$ cat config.mk
export PLATFORM = sky130hd
export DESIGN_NAME = murmur64a_hash_stream
export DESIGN_NICKNAME = d
export VERILOG_FILES = /design/src/mmh64_pkg.sv /design/src/mmh64_dp.sv /design/src/mmh64_ctrl.sv /design/src/murmur64a_hash_stream.sv
export SDC_FILE = /design/constraint.sdc
export NUM_CORES = 2
export LEC_CHECK = 0
export ABC_AREA = 1
export BUFFER_PORTS_ARGS = -buffer_cell sky130_fd_sc_hd__buf_2
export CORE_ASPECT_RATIO = 2
export CORE_MARGIN = 2
export CORE_UTILIZATION = 45
export DETAILED_ROUTE_END_ITERATION = 10
export PLACE_DENSITY = 0.62
export SYNTH_ARGS = -nofsm -noshare
export SYNTH_HDL_FRONTEND = slang
export SYNTH_SLANG_ARGS = --single-unit
$ cat constraint.sdc
create_clock -name clk -period 8.7 [get_ports clk]
set_clock_uncertainty 0.1 [all_clocks]
set_input_delay 0.435 -clock clk [delete_from_list [all_inputs] [get_ports clk]]
set_output_delay 0.435 -clock clk [all_outputs]
set_load 0.01 [all_outputs]
$ cat src/mmh64_pkg.sv
// Shared types and constants for the streaming MurmurHash64A block.
// Used by the controller, the datapath and the top level; depends on nothing.
package mmh64_pkg;

	localparam logic [63:0] MIX_MUL              = 64'hc6a4a7935bd1e995;
	localparam int unsigned MIX_SHIFT            = 47;
	localparam logic [63:0] SEED_PRIMARY_RESET   = 64'h9ae16a3b2f90404f;
	localparam logic [63:0] SEED_SECONDARY_RESET = 64'h85ebca6b85ebca6b;

	localparam int unsigned CFG_INDEX_W = 1;
	localparam logic [CFG_INDEX_W-1:0] REG_PRIMARY_SEED   = 1'b0;
	localparam logic [CFG_INDEX_W-1:0] REG_SECONDARY_SEED = 1'b1;

	typedef struct packed {
		logic [63:0] word;
		logic [3:0]  byte_count;
		logic        first_word;
		logic        last_word;
		logic [31:0] total_length;
	} in_t;

	typedef struct packed {
		logic [63:0] hash_primary;
		logic [63:0] hash_secondary;
	} out_t;

	// Operand chosen for the multiplier's input register.
	typedef enum logic [3:0] {
		X_LEN,
		X_WORD,
		X_KMIX,
		X_HPK,
		X_HSK,
		X_HPT,
		X_HST,
		X_HPF,
		X_HSF
	} xsel_t;

	// Register write performed when a product is complete.
	typedef enum logic [2:0] {
		W_NONE,
		W_SEED,
		W_K,
		W_P_ACC,
		W_S_ACC,
		W_P_FIN,
		W_S_FIN
	} wr_t;

	// Partial-product step of the shared 32 x 32 multiplier.
	typedef enum logic [1:0] {
		M_A,
		M_B,
		M_C
	} mstep_t;

	typedef struct packed {
		logic   capture;
		logic   load_x;
		xsel_t  xsel;
		logic   mul_en;
		mstep_t mstep;
		wr_t    wr;
		logic   load_out;
	} dp_cmd_t;

	typedef struct packed {
		logic first;
		logic last;
		logic full;
		logic empty;
	} dp_status_t;

endpackage

$ cat src/mmh64_dp.sv
// Datapath: seed registers, both running hashes, the shared multiplier and
// the result register. Driven by mmh64_ctrl; depends on mmh64_pkg.
module mmh64_dp (
	input  logic                                 clk,
	input  logic                                 arst_n,
	input  logic                                 cfg_we,
	input  logic [mmh64_pkg::CFG_INDEX_W-1:0]    cfg_index,
	input  logic [63:0]                          cfg_data,
	input  mmh64_pkg::in_t                       in_data,
	input  mmh64_pkg::dp_cmd_t                   cmd,
	output mmh64_pkg::dp_status_t                status,
	output mmh64_pkg::out_t                      out_data
);

	logic [63:0]          seed_p_q;
	logic [63:0]          seed_s_q;
	mmh64_pkg::in_t       item_q;
	logic [63:0]          hp_q;
	logic [63:0]          hs_q;
	logic [63:0]          k_q;
	logic [63:0]          x_q;
	logic [63:0]          acc_q;
	mmh64_pkg::out_t      out_q;

	logic [63:0] tail;
	logic [63:0] acc_mix;
	logic [63:0] x_d;
	logic [31:0] mul_a;
	logic [31:0] mul_b;
	logic [63:0] prod;

	always_ff @(posedge clk or negedge arst_n) begin
		if (!arst_n) begin
			seed_p_q <= mmh64_pkg::SEED_PRIMARY_RESET;
			seed_s_q <= mmh64_pkg::SEED_SECONDARY_RESET;
		end else if (cfg_we) begin
			unique case (cfg_index)
				mmh64_pkg::REG_PRIMARY_SEED:   seed_p_q <= cfg_data;
				mmh64_pkg::REG_SECONDARY_SEED: seed_s_q <= cfg_data;
			endcase
		end
	end

	always_comb begin
		for (int i = 0; i < 8; i++) begin
			tail[i*8 +: 8] = (4'(i) < item_q.byte_count) ? item_q.word[i*8 +: 8] : 8'h00;
		end
	end

	assign acc_mix = acc_q ^ (acc_q >> mmh64_pkg::MIX_SHIFT);

	always_comb begin
		unique case (cmd.xsel)
			mmh64_pkg::X_LEN:  x_d = {32'h0, item_q.total_length};
			mmh64_pkg::X_WORD: x_d = item_q.word;
			mmh64_pkg::X_KMIX: x_d = acc_mix;
			mmh64_pkg::X_HPK:  x_d = hp_q ^ acc_q;
			mmh64_pkg::X_HSK:  x_d = hs_q ^ k_q;
			mmh64_pkg::X_HPT:  x_d = hp_q ^ tail;
			mmh64_pkg::X_HST:  x_d = hs_q ^ tail;
			mmh64_pkg::X_HPF:  x_d = hp_q ^ (hp_q >> mmh64_pkg::MIX_SHIFT);
			mmh64_pkg::X_HSF:  x_d = hs_q ^ (hs_q >> mmh64_pkg::MIX_SHIFT);
			default:           x_d = item_q.word;
		endcase
	end

	// The low 64 bits of x * MIX_MUL are built from three 32 x 32 partial products.
	assign mul_a = (cmd.mstep == mmh64_pkg::M_C) ? x_q[63:32] : x_q[31:0];
	assign mul_b = (cmd.mstep == mmh64_pkg::M_B) ? mmh64_pkg::MIX_MUL[63:32]
	                                             : mmh64_pkg::MIX_MUL[31:0];
	assign prod  = {32'h0, mul_a} * {32'h0, mul_b};

	always_ff @(posedge clk) begin
		if (cmd.capture) begin
			item_q <= in_data;
		end
		if (cmd.load_x) begin
			x_q <= x_d;
		end
		if (cmd.mul_en) begin
			if (cmd.mstep == mmh64_pkg::M_A) begin
				acc_q <= prod;
			end else begin
				acc_q <= acc_q + {prod[31:0], 32'h0};
			end
		end
		unique case (cmd.wr)
			mmh64_pkg::W_SEED: begin
				hp_q <= seed_p_q ^ acc_q;
				hs_q <= seed_s_q ^ acc_q;
			end
			mmh64_pkg::W_K:     k_q  <= acc_q;
			mmh64_pkg::W_P_ACC: hp_q <= acc_q;
			mmh64_pkg::W_S_ACC: hs_q <= acc_q;
			mmh64_pkg::W_P_FIN: hp_q <= acc_mix;
			mmh64_pkg::W_S_FIN: hs_q <= acc_mix;
			default: begin
			end
		endcase
		if (cmd.load_out) begin
			out_q.hash_primary   <= hp_q;
			out_q.hash_secondary <= hs_q;
			hp_q                 <= 64'h0;
			hs_q                 <= 64'h0;
		end
	end

	assign status.first = item_q.first_word;
	assign status.last  = item_q.last_word;
	assign status.full  = item_q.byte_count[3];
	assign status.empty = (item_q.byte_count == 4'h0);
	assign out_data     = out_q;

endmodule

$ cat src/mmh64_ctrl.sv
// Controller: sequences the shared multiplier through seeding, word mixing,
// tail mixing and finalisation, and owns both handshakes. Depends on mmh64_pkg.
module mmh64_ctrl (
	input  logic                  clk,
	input  logic                  arst_n,
	input  logic                  in_valid,
	output logic                  in_ready,
	output logic                  out_valid,
	input  logic                  out_ready,
	input  mmh64_pkg::dp_status_t status,
	output mmh64_pkg::dp_cmd_t    cmd
);

	typedef enum logic [3:0] {
		S_IDLE = 4'b0001,
		S_MUL  = 4'b0010,
		S_POST = 4'b0100,
		S_EMIT = 4'b1000
	} state_t;

	typedef enum logic [3:0] {
		J_START,
		J_LEN,
		J_BODY,
		J_K1,
		J_K2,
		J_HP,
		J_HS,
		J_TP,
		J_TS,
		J_FP,
		J_FS
	} job_t;

	state_t            state_q, state_d;
	job_t              job_q, job_d;
	mmh64_pkg::mstep_t mstep_q, mstep_d;
	logic              in_msg_q, in_msg_d;
	logic              out_valid_q, out_valid_d;

	logic              start_mul;
	mmh64_pkg::xsel_t  nx;
	job_t              nj;
	mmh64_pkg::xsel_t  body_x;
	job_t              body_j;

	always_comb begin
		if (!status.last || status.full) begin
			body_x = mmh64_pkg::X_WORD;
			body_j = J_K1;
		end else if (status.empty) begin
			body_x = mmh64_pkg::X_HPF;
			body_j = J_FP;
		end else begin
			body_x = mmh64_pkg::X_HPT;
			body_j = J_TP;
		end
	end

	always_comb begin
		state_d     = state_q;
		job_d       = job_q;
		mstep_d     = mstep_q;
		in_msg_d    = in_msg_q;
		out_valid_d = out_valid_q & ~out_ready;
		start_mul   = 1'b0;
		nx          = mmh64_pkg::X_WORD;
		nj          = J_START;

		cmd.capture  = 1'b0;
		cmd.load_x   = 1'b0;
		cmd.xsel     = mmh64_pkg::X_WORD;
		cmd.mul_en   = 1'b0;
		cmd.mstep    = mstep_q;
		cmd.wr       = mmh64_pkg::W_NONE;
		cmd.load_out = 1'b0;

		unique case (state_q)
			S_IDLE: begin
				if (in_valid) begin
					cmd.capture = 1'b1;
					job_d       = J_START;
					state_d     = S_POST;
				end
			end
			S_MUL: begin
				cmd.mul_en = 1'b1;
				unique case (mstep_q)
					mmh64_pkg::M_A: mstep_d = mmh64_pkg::M_B;
					mmh64_pkg::M_B: mstep_d = mmh64_pkg::M_C;
					mmh64_pkg::M_C: state_d = S_POST;
					default:        state_d = S_POST;
				endcase
			end
			S_POST: begin
				unique case (job_q)
					J_START: begin
						if (status.first) begin
							start_mul = 1'b1;
							nx        = mmh64_pkg::X_LEN;
							nj        = J_LEN;
						end else if (!in_msg_q) begin
							state_d = S_IDLE;
						end else begin
							start_mul = 1'b1;
							nx        = body_x;
							nj        = body_j;
						end
					end
					J_LEN: begin
						cmd.wr   = mmh64_pkg::W_SEED;
						in_msg_d = 1'b1;
						job_d    = J_BODY;
					end
					J_BODY: begin
						start_mul = 1'b1;
						nx        = body_x;
						nj        = body_j;
					end
					J_K1: begin
						start_mul = 1'b1;
						nx        = mmh64_pkg::X_KMIX;
						nj        = J_K2;
					end
					J_K2: begin
						cmd.wr    = mmh64_pkg::W_K;
						start_mul = 1'b1;
						nx        = mmh64_pkg::X_HPK;
						nj        = J_HP;
					end
					J_HP: begin
						cmd.wr    = mmh64_pkg::W_P_ACC;
						start_mul = 1'b1;
						nx        = mmh64_pkg::X_HSK;
						nj        = J_HS;
					end
					J_HS: begin
						cmd.wr = mmh64_pkg::W_S_ACC;
						if (status.last) begin
							start_mul = 1'b1;
							nx        = mmh64_pkg::X_HPF;
							nj        = J_FP;
						end else begin
							state_d = S_IDLE;
						end
					end
					J_TP: begin
						cmd.wr    = mmh64_pkg::W_P_ACC;
						start_mul = 1'b1;
						nx        = mmh64_pkg::X_HST;
						nj        = J_TS;
					end
					J_TS: begin
						cmd.wr    = mmh64_pkg::W_S_ACC;
						start_mul = 1'b1;
						nx        = mmh64_pkg::X_HPF;
						nj        = J_FP;
					end
					J_FP: begin
						cmd.wr    = mmh64_pkg::W_P_FIN;
						start_mul = 1'b1;
						nx        = mmh64_pkg::X_HSF;
						nj        = J_FS;
					end
					J_FS: begin
						cmd.wr  = mmh64_pkg::W_S_FIN;
						state_d = S_EMIT;
					end
					default: state_d = S_IDLE;
				endcase
			end
			S_EMIT: begin
				if (!out_valid_q || out_ready) begin
					cmd.load_out = 1'b1;
					out_valid_d  = 1'b1;
					in_msg_d     = 1'b0;
					state_d      = S_IDLE;
				end
			end
			default: state_d = S_IDLE;
		endcase

		if (start_mul) begin
			cmd.load_x = 1'b1;
			cmd.xsel   = nx;
			job_d      = nj;
			mstep_d    = mmh64_pkg::M_A;
			state_d    = S_MUL;
		end
	end

	always_ff @(posedge clk or negedge arst_n) begin
		if (!arst_n) begin
			state_q     <= S_IDLE;
			job_q       <= J_START;
			mstep_q     <= mmh64_pkg::M_A;
			in_msg_q    <= 1'b0;
			out_valid_q <= 1'b0;
		end else begin
			state_q     <= state_d;
			job_q       <= job_d;
			mstep_q     <= mstep_d;
			in_msg_q    <= in_msg_d;
			out_valid_q <= out_valid_d;
		end
	end

	assign in_ready  = (state_q == S_IDLE);
	assign out_valid = out_valid_q;

endmodule

$ cat src/murmur64a_hash_stream.sv
// Top level of the streaming MurmurHash64A block with two seeded lanes.
// Instantiates mmh64_ctrl and mmh64_dp; depends on mmh64_pkg.
//
// Each input beat carries one little-endian 64-bit message word; the first beat of a
// message seeds both lanes from the seed registers and total_length, and the last
// beat produces one output beat holding both finished hashes. All products go
// through a single 32 x 32 multiplier: a 64-bit multiply by the mixing constant runs
// through steps M_A, M_B and M_C, then its result is stored as the next operand is
// selected. A middle word is multiplied, then the mixed k, then each lane xored with
// k; no new beat is taken until the current one is done. A first beat adds the
// length multiply for seeding, a last beat the finaliser and the hand-over to the
// output register (a partial tail mixes each lane with the tail instead, an empty
// tail skips it). The output register lets the next message start while a result waits.
module murmur64a_hash_stream (
	input  logic                               clk,
	input  logic                               arst_n,
	input  logic                               cfg_we,
	input  logic [mmh64_pkg::CFG_INDEX_W-1:0]  cfg_index,
	input  logic [63:0]                        cfg_data,
	input  logic                               in_valid,
	output logic                               in_ready,
	input  mmh64_pkg::in_t                     in_data,
	output logic                               out_valid,
	input  logic                               out_ready,
	output mmh64_pkg::out_t                    out_data
);

	mmh64_pkg::dp_cmd_t    cmd;
	mmh64_pkg::dp_status_t status;

	mmh64_ctrl u_ctrl (
		.clk       (clk),
		.arst_n    (arst_n),
		.in_valid  (in_valid),
		.in_ready  (in_ready),
		.out_valid (out_valid),
		.out_ready (out_ready),
		.status    (status),
		.cmd       (cmd)
	);

	mmh64_dp u_dp (
		.clk       (clk),
		.arst_n    (arst_n),
		.cfg_we    (cfg_we),
		.cfg_index (cfg_index),
		.cfg_data  (cfg_data),
		.in_data   (in_data),
		.cmd       (cmd),
		.status    (status),
		.out_data  (out_data)
	);

endmodule

==> report_table.html <==
<table>
<tr><th>Metric</th><th>Value</th></tr>
<tr><th colspan="2">Worst setup path</th></tr>
<tr><td>Worst R2R Path Depth</td><td>32</td></tr>
<tr><td>Slowest stage delay, CP</td><td>620 ps</td></tr>
<tr><td>Worst endpoint data arrival time</td><td>9010 ps</td></tr>
<tr><td>CP Class</td><td>reg2reg</td></tr>
<tr><td>Most frequent CP cell</td><td>fa_1</td></tr>
<tr><td>Terminus of the critical flop-to-flop path</td><td>u_dp.acc_q[49]</td></tr>
<tr><td>FF-to-FF setup slack</td><td>110 ps</td></tr>
<tr><td>Launch point of the critical path</td><td>u_ctrl.mstep_q[0]</td></tr>
<tr><td>Setup crit start kind</td><td>flip-flop</td></tr>
<tr><td>Critical Path RT</td><td>9130 ps</td></tr>
<tr><td>Max Fanout on Critical Path</td><td>19</td></tr>
<tr><td>Worst path slowest cell</td><td>fa_1</td></tr>
<tr><td>Category of the worst setup path capture point</td><td>flip-flop</td></tr>
<tr><td>R2r startpoint</td><td>u_ctrl.mstep_q[0]</td></tr>
<tr><th colspan="2">CTS</th></tr>
<tr><td>Depth of the CTS H-tree</td><td>2</td></tr>
<tr><td>Clock sinks</td><td>690</td></tr>
<tr><td>Later-pin clock latency in the skew report</td><td>660 ps</td></tr>
<tr><td>Register clock-pin slew on the reported worst setup and hold paths</td><td>80 ps</td></tr>
<tr><td>Max clock buf depth</td><td>3</td></tr>
<tr><td>TritonCTS clock tree</td><td>done</td></tr>
<tr><td>Clock Root Buffer</td><td>clkbuf_16</td></tr>
<tr><td>Total CTS buffers</td><td>56</td></tr>
<tr><th colspan="2">Timing</th></tr>
<tr><td>Pins Over Slew Limit</td><td>0</td></tr>
<tr><td>Period Utilization, post-route</td><td>0.987</td></tr>
<tr><td>Unrepaired setup endpoints after global routing</td><td>yes</td></tr>
<tr><td>Post-layout minimum cycle time</td><td>8590 ps</td></tr>
<tr><td>Number of hold-slack violations in the final timing report</td><td>0</td></tr>
<tr><td>Actual slew at the worst max-slew pin</td><td>1250 ps</td></tr>
<tr><td>Final Setup Violations</td><td>0</td></tr>
<tr><td>Highest clock rate</td><td>0.116 GHz</td></tr>
<tr><td>Final-layout setup total negative slack</td><td>0 ps</td></tr>
<tr><td>Worst rel slew slack</td><td>0.163</td></tr>
<tr><td>Worst Setup Slack, final</td><td>114 ps</td></tr>
<tr><th colspan="2">Drt</th></tr>
<tr><td>Vias</td><td>52988</td></tr>
<tr><td>DRC violations left</td><td>0</td></tr>
<tr><td>Wire length per cell after detailed routing</td><td>26.7 um</td></tr>
<tr><td>Count of antenna-violating nets left after detailed routing</td><td>0</td></tr>
<tr><td>Detailed-route wire length</td><td>255 mm</td></tr>
<tr><td>First drt pass iteration count</td><td>6</td></tr>
<tr><td>Via count normalized by instance count</td><td>5.55</td></tr>
<tr><td>Iteration-0 DRC count of the detailed router</td><td>4460</td></tr>
<tr><th colspan="2">GRT</th></tr>
<tr><td>Vias in the first global route</td><td>55067</td></tr>
<tr><td>GR Util met1</td><td>0.378</td></tr>
<tr><td>Met2 usage</td><td>0.671</td></tr>
<tr><td>GR Util met3</td><td>0.0367</td></tr>
<tr><td>Most crowded layer after global routing</td><td>met2</td></tr>
<tr><td>GRT Residual Overflow</td><td>0</td></tr>
<tr><td>Maximum number of pins on one net before global-route repair</td><td>121</td></tr>
<tr><td>GRT Util Overall</td><td>0.379</td></tr>
<tr><td>Wire length of the first global-routing pass</td><td>364 mm</td></tr>
<tr><td>Initial antenna violation count</td><td>9</td></tr>
<tr><th colspan="2">Min path</th></tr>
<tr><td>Min-Delay Startpoint</td><td>in_data[4]</td></tr>
<tr><td>Class of the tightest hold or removal check</td><td>in2reg</td></tr>
<tr><td>Hold Crit Endpoint</td><td>u_dp.item_q[4]</td></tr>
<tr><td>Depth of the worst hold-timing path</td><td>1</td></tr>
<tr><th colspan="2">Logic synthesis</th></tr>
<tr><td>Sequential cell area fraction in the yosys report</td><td>0.317</td></tr>
<tr><td>Number of warning messages in the yosys log</td><td>0</td></tr>
<tr><td>Count of different cell masters after synthesis</td><td>55</td></tr>
<tr><td>Most instantiated cells after synthesis</td><td>inv_1, nand2_1, fa_1, o21ai_0, nor2_1</td></tr>
<tr><td>Synthesized area per cell</td><td>8.72 um^2</td></tr>
<tr><td>Number of enable flip-flop cells after synthesis</td><td>422</td></tr>
<tr><td>Cell count after synthesis</td><td>6807</td></tr>
<tr><td>Fraction of registers with async set or reset after synthesis</td><td>0.203</td></tr>
<tr><td>Netlist area before placement</td><td>59400 um^2</td></tr>
<tr><td>Area share of the largest cell type after synthesis</td><td>0.213</td></tr>
<tr><td>Cell with the most instances after synthesis</td><td>inv_1</td></tr>
<tr><td>Synth area leader</td><td>edfxtp_1</td></tr>
<tr><td>Number of flip-flops and latches in the synthesized netlist</td><td>690</td></tr>
<tr><td>Most common flop cell mapped by yosys</td><td>edfxtp_1</td></tr>
<tr><td>Largest cells by area after synthesis</td><td>edfxtp_1, fa_1, ha_1</td></tr>
<tr><th colspan="2">Final layout</th></tr>
<tr><td>Fraction of layout instances using a drive strength above 1</td><td>0.178</td></tr>
<tr><td>Post-synthesis to final-layout area growth</td><td>21.2%</td></tr>
<tr><td>Net total in the final layout</td><td>8990</td></tr>
<tr><td>Final core utilization</td><td>0.549</td></tr>
<tr><th colspan="2">Floorplan</th></tr>
<tr><td>Area of the core</td><td>131000 um^2</td></tr>
<tr><td>Site Rows</td><td>188</td></tr>
<tr><td>Initial core utilization</td><td>0.453</td></tr>
<tr><td>Overall die area</td><td>135000 um^2</td></tr>
<tr><td>X dimension of the die</td><td>261 um</td></tr>
<tr><td># IOs</td><td>302</td></tr>
<tr><td>Height of the chip</td><td>518 um</td></tr>
<tr><th colspan="2">Placement</th></tr>
<tr><td>Routability cong.</td><td>1.04</td></tr>
<tr><td>HPWL after DPL</td><td>204 mm</td></tr>
<tr><td>Worst slack after detailed placement</td><td>-589 ps</td></tr>
<tr><td>Port buffer count</td><td>301</td></tr>
<tr><th colspan="2">Outcome</th></tr>
<tr><td>Run status</td><td>complete, no violations</td></tr>
<tr><th colspan="2">Job</th></tr>
<tr><td>Number of maximum-capacitance violations</td><td>0</td></tr>
</table>
==> how the worst max path moves through the flow <==
stage / end / slack, ps / cells past startpoint
2_1_floorplan: u_dp.acc_q[63] / 10 / 39
3_3_place_gp: u_dp.acc_q[63] / -600 / 39
3_5_place_dp: u_dp.acc_q[53] / -590 / 39
4_1_cts: u_dp.acc_q[63] / 5 / 39
5_1_grt: u_dp.acc_q[53] / -200 / 40
6_report: u_dp.acc_q[49] / 110 / 32
==> registers in the layout (all words and copies together), names as in the netlist, 64 cells and up <==
| name | cells |
|---|---|
| u_dp.hp_q | 64 |
| u_dp.hs_q | 64 |
| u_dp.acc_q | 64 |
| u_dp.out_data | 128 |
| u_dp.x_q | 64 |
| u_dp.seed_p_q | 64 |
| u_dp.seed_s_q | 64 |
| u_dp.item_q | 99 |
| u_dp.k_q | 64 |
==> cell families (layout without fill, tap and decap cells) <==
family / count (synthesis) / in the layout / share of synthesized area
AO/OA/AOI/OAI: 981 / 981 / 0.0942
XOR/XNOR: 158 / 158 / 0.0233
adder cells (fa/ha/maj): 1043 / 1043 / 0.297
buffers and inverters: 1600 / 2613 / 0.103
flip-flops: 690 / 690 / 0.317
other: 2 / 13 / 0.000127
AND/OR/NAND/NOR: 2333 / 2333 / 0.166
==> worst max-delay path: cells and delay by family (launching register included) <==
| kind | cells | cell delay [ps] |
|---|---|---|
| fa+ha+maj | 9 | 4480 |
| xor+xnor | 1 | 250 |
| compound gates | 4 | 1150 |
| buf+inv | 11 | 1300 |
| simple gates | 7 | 750 |
| flops | 1 | 400 |
==> per-stage QoR <==
stage,instances,hold slack (ps),cell area (um^2)
5_1_grt,9536,1.88,71900
2_1_floorplan,6810,39.4,59400
3_5_place_dp,9237,328,67300
6_report,9541,9.48,71900
3_3_place_gp,9237,325,67300
4_1_cts,9517,2.16,71200
==> cells in the final DEF (no fill, tap or decap), types with 84 or more instances in the layout <==
| cell | count |
|---|---|
| nand2_1 | 1274 |
| a21oi_1 | 238 |
| nand3_1 | 351 |
| o21ai_0 | 403 |
| buf_2 | 300 |
| nand4_1 | 84 |
| buf_4 | 669 |
| edfxtp_1 | 422 |
| fa_1 | 595 |
| inv_1 | 1329 |
| dlygate4sd3_1 | 162 |
| nor2_1 | 395 |
| ha_1 | 424 |
| dfxtp_1 | 128 |
==> layout make-up <==
type | count | area (um^2)
Clock inverter | 27 | 269
Inverter | 1354 | 5090
Tap cell | 1710 | 2140
Multi-Input combinational cell | 4520 | 35400
Timing Repair Buffer | 1153 | 8550
Antenna cell | 8 | 20.0
Sequential cell | 690 | 18800
Fill cell | 11952 | 59100
Clock buffer | 79 | 1650
==> layer usage <==
metal  vias to the layer above  part of all wire
met4                         2              0.12
li1                      23671                 -
met1                     25797              0.31
met2                      2576              0.51
met5                         -          0.000051
met3                       942             0.053
==> what timing repair did <==
| item | in CTS | in global routing |
|---|---|---|
| hold buffers | 162 | 0 |
| pin swaps | 7 | 28 |
| endpoints found under the hold margin | 265 | 0 |
| endpoints found under the setup margin | 19 | 27 |
| buffers inserted | 12 | 16 |
| gates resized for setup | 66 | 159 |
Power is not shown: default switching activity piles up to over one toggle a cycle in this logic, so the estimate is an artifact.
